### config.mk
export PLATFORM = sky130hd
export DESIGN_NAME = kmna_lane
export DESIGN_NICKNAME = d
export VERILOG_FILES = /design/src/kmna_pkg.sv /design/src/kmna_lane.sv
export SDC_FILE = /design/constraint.sdc
export NUM_CORES = 1
export LEC_CHECK = 0
export BUFFER_PORTS_ARGS = -buffer_cell sky130_fd_sc_hd__clkbuf_2
export CORE_ASPECT_RATIO = 1.75
export CORE_MARGIN = 4
export CORE_UTILIZATION = 45
export CTS_CLUSTER_SIZE = 8
export DETAILED_ROUTE_END_ITERATION = 16
export GPL_TIMING_DRIVEN = 0
export HOLD_SLACK_MARGIN = 0.1
export SYNTH_ARGS = -nofsm -noshare
export SYNTH_HDL_FRONTEND = slang
export SYNTH_SLANG_ARGS = --single-unit
### constraint.sdc
create_clock -name clk -period 22.3 [get_ports clk]
set_input_delay 2.23 -clock clk [delete_from_list [all_inputs] [get_ports clk]]
set_output_delay 2.23 -clock clk [all_outputs]
set_load 0.02 [all_outputs]
### src/kmna_pkg.sv
package kmna_pkg;

	localparam int CRD_W  = 16;  // Q8.8 coordinate
	localparam int SQ_W   = 32;  // one squared difference, Q16.16
	localparam int DIST_W = 40;  // accumulated squared distance
	localparam int PIDX_W = 3;   // index fields at the ports

	localparam logic [1:0] ACT_LOAD  = 2'd0;
	localparam logic [1:0] ACT_POINT = 2'd1;
	localparam logic [1:0] ACT_CLEAR = 2'd2;

	// control from the top level to every distance lane
	typedef struct packed {
		logic              adv;     // whole pipe moves this cycle
		logic              load;    // center coordinate write, dimension in range
		logic [PIDX_W-1:0] center;  // center being loaded
		logic              acc_s1;  // stage 1 holds a point coordinate that counts
		logic              pt_s2;   // stage 2 holds a point coordinate
		logic              fin_s2;  // stage 2 holds the last coordinate of a point
	} lane_ctl_t;

	// what travels beside the min tree
	typedef struct packed {
		logic              fin;
		logic              clr;
		logic [PIDX_W-1:0] prev;
	} tag_t;

endpackage

### src/kmna_lane.sv
module kmna_lane #(
	parameter int NUM_DIMS = 16,
	parameter int LANE     = 0,
	parameter int DIW      = 4
) (
	input  logic                         clk,
	input  logic                         arst_n,
	input  kmna_pkg::lane_ctl_t          ctl,
	input  logic [DIW-1:0]               addr,
	input  logic [kmna_pkg::CRD_W-1:0]   wdata,
	input  logic [kmna_pkg::CRD_W-1:0]   value_s1,
	output logic [kmna_pkg::DIST_W-1:0]  dist_s3
);

	logic [kmna_pkg::CRD_W-1:0]  bank [NUM_DIMS];
	logic [kmna_pkg::CRD_W-1:0]  rd_s1;
	logic [kmna_pkg::CRD_W:0]    diff;
	logic [kmna_pkg::CRD_W-1:0]  mag;
	logic [kmna_pkg::SQ_W-1:0]   sq;
	logic [kmna_pkg::SQ_W-1:0]   sq_s2;
	logic [kmna_pkg::DIST_W-1:0] partial_q;
	logic [kmna_pkg::DIST_W:0]   sum;
	logic [kmna_pkg::DIST_W-1:0] sum_sat;
	logic                        we;

	assign we = ctl.load && (32'(ctl.center) == LANE);

	// this center's coordinates, one entry per dimension
	always_ff @(posedge clk) begin
		if (we)
			bank[addr] <= wdata;
		if (ctl.adv)
			rd_s1 <= bank[addr];
	end

	// |diff| never exceeds 65535, so the square is 16x16
	assign diff = {value_s1[kmna_pkg::CRD_W-1], value_s1} - {rd_s1[kmna_pkg::CRD_W-1], rd_s1};
	assign mag  = diff[kmna_pkg::CRD_W] ? kmna_pkg::CRD_W'(-diff) : diff[kmna_pkg::CRD_W-1:0];
	assign sq   = mag * mag;

	always_ff @(posedge clk) begin
		if (ctl.adv)
			sq_s2 <= ctl.acc_s1 ? sq : '0;
	end

	assign sum     = {1'b0, partial_q} + (kmna_pkg::DIST_W + 1)'(sq_s2);
	assign sum_sat = sum[kmna_pkg::DIST_W] ? '1 : sum[kmna_pkg::DIST_W-1:0];

	always_ff @(posedge clk or negedge arst_n) begin
		if (!arst_n) begin
			partial_q <= '0;
		end else if (ctl.adv && ctl.pt_s2) begin
			partial_q <= ctl.fin_s2 ? '0 : sum_sat;
		end
	end

	always_ff @(posedge clk) begin
		if (ctl.adv && ctl.pt_s2 && ctl.fin_s2)
			dist_s3 <= sum_sat;
	end

endmodule

==> metrics <==
fraction of layout cells with a size suffix above 1=14.5%; number of antenna diodes=0; delay contributed by the slowest stage of the critical path=0.79 ns; Yosys warnings=0; setup repair after global routing missed its margin=false; clock tree from TritonCTS=done; number of buffers inserted during clock tree synthesis=54; Post-Route Skew=0.0159 ns; area of the core=53300 um^2; PnR worst setup slack=10.04 ns; post-synthesis instance total=1893; Initial Util=45.4%; die span in y=315 um; Place WS=9.49 ns; 1st-pass router iterations=5; FMAX=0.0816 GHz; vias in the first global route=16.8k; critical path data required time=22.71 ns; net count after synthesis=2247; post-cts gate resize count=0; wire length per cell after detailed routing=21.5 um; setup TNS after final layout=0 ns; vias=15.3k; final number of hold-violating endpoints=0; highest net fanout along the worst path=10; hold crit path type=flop to flop; post-synthesis to final-layout area growth=13.4%; final weighted congestion of routability-driven global placement=0.937; Die Span X=183 um; Syn Area/Cell=12.8 um^2; count of different cell masters after synthesis=73; overall die area=57600 um^2; post-detailed-route count of antenna-violating nets=0; number of H-tree levels=2; Worst-path clk slew=0.05 ns; total count of max-transition violations in the final report=0; initial antenna violation count=0; period utilization=55.0%; register area share after synthesis=46.8%; slowest cell on the critical path=xnor2_1; global-route wire length before repair=92.3 mm; Synth Cell Area=24200 um^2; gr ovfl total=0; clock insertion delay at the later pin of the skew report=0.59 ns; nets@finish=2402; async set or reset register ratio after synthesis=10.4%; Post-CTS Setup Inserts=0; maximum buffer depth of the clock tree=3; clock root buffer=clkbuf_16; maximum number of pins on one net before global-route repair=48; outcome=completed; nature of the critical path endpoint=flop; number of storage elements in the synthesis netlist=383; I/O pin count=86; Final setup violation count=0; main flop type after synthesis=edfxtp_1; Max transition margin=12.2%; input/output buffers=82; number of core rows=112; dpl hpwl=45.9 mm; type of origin of the critical path=input pin; number of buffers and inverters on the critical path=9; violation count after the first detailed-route iteration=904; critical path's top delay family=adder cells; TritonCTS sink count=383; hold-fix buffer count after cts=0; data arrival time of the critical path=12.67 ns; max-cap viol count=0; DRC violations left=0; total routed wirelength=59.1 mm; Worst Path Class, Setup=input pin to flop; overall fraction of global-route tracks in use=20.8%; min cycle time layout=12.26 ns; transition at the pin with the smallest max-transition slack=1.31 ns; Post-synth EDFFs=343; post-DR vias/cell=5.55
-- cells in the final DEF, fill, tap and decap left out, drive strengths merged, types with 5 or more instances in the layout --
master and count:
a21boi 6, a211oi 10, clkbuf 190, nor2b 10
nand4 8, nand3 21, a21o 54, o21ai 40
o211ai 5, clkinv 5, buf 35, xnor2 52
nand2 113, nor2 142, nand2b 24, mux2 7
and3 14, inv 285, a21oi 75, and4 5
and2 12, o21bai 12, mux4 80, a31oi 15
fa 163, dfrtp 40, edfxtp 343, xor2 26
o21a 12, ha 145, a22o 25, or2 9
nor3 24
-- kinds of logic after synthesis --
family | Yosys count | synth area share (%)
xor gates and xnor gates | 78 | 2.98
adders and majority gates | 308 | 21.0
DFF | 383 | 46.8
muxes | 91 | 7.95
and+or+nand+nor | 402 | 7.79
buffers and inverters | 342 | 5.35
AOI/OAI and AO/OA | 289 | 8.15
-- through the flow --
stage | cells | hold WS, ns | utilization, % | area [um^2]
floorplan | 1893 | 0.477 | - | 24200
global placement | 2659 | 0.494 | 47.8 | 25400
detailed placement | 2676 | 0.500 | 48.6 | 25900
CTS | 2752 | 0.520 | 51.5 | 27400
global route | 2752 | 0.531 | 51.5 | 27400
finish | 2752 | 0.521 | 51.5 | 27400
-- final timing paths --
kind                               start       endpoint  slack (ns)  cells after the start
setup / recovery             value_s1[0]      sq_s2[31]       10.04                     37
hold / removal             partial_q[22]  partial_q[22]        0.52                      1
setup reg to reg                rd_s1[0]      sq_s2[31]       11.47                     35
hold reg to reg            partial_q[22]  partial_q[22]        0.52                      1
max in group asynchronous         arst_n   partial_q[4]       19.64                      1
min in group asynchronous         arst_n  partial_q[38]        1.88                      1
-- cell type report --
cell class | count | area, um^2
plain buffers | 54 | 213
clock inverters | 4 | 110
clock buffers | 72 | 1440
multi-input cells | 1168 | 11600
fillers | 4611 | 25800
well taps | 684 | 856
repair buffers | 99 | 788
inverters | 288 | 1080
flip-flops and latches | 383 | 11300
-- state kept, by name, summed over array words and instances, names as in the netlist --
register	cells
partial_q	40
sq_s2	31
dist_s3	40
rd_s1	16
bank	256
-- cell usage after synthesis, drive strengths merged, types with 5 or more instances --
cell type	number	area share, %
a211oi	10	0.33
a21boi	6	0.19
a21o	54	1.7
a21oi	75	1.6
a22o	25	0.91
a31oi	15	0.45
and2	12	0.31
and3	14	0.36
and4	5	0.18
buf	18	0.32
clkbuf	36	0.56
dfrtp	40	4.1
edfxtp	343	43
fa	163	14
ha	145	7.5
inv	284	4.4
mux2	7	0.33
mux4	80	7.5
nand2	113	1.8
nand2b	24	0.62
nand3	21	0.46
nand4	8	0.21
nor2	142	2.2
nor2b	10	0.26
nor3	24	0.52
o211ai	5	0.16
o21a	12	0.37
o21ai	40	0.83
o21bai	12	0.37
or2	9	0.23
xnor2	52	2.0
xor2	26	1.0
-- per-layer routing --
metal	vias to the layer above	routed length (um)	track usage [%]
met1	7687	19400	20.7
met4	0	3450	10.3
met3	174	2360	2.46
met5	-	0	0
met2	408	33900	41.5
li1	6991	-	-
Power is left out: the tool's default activity adds up to more than one toggle a clock period on the data nets, which glitch-free logic cannot reach.
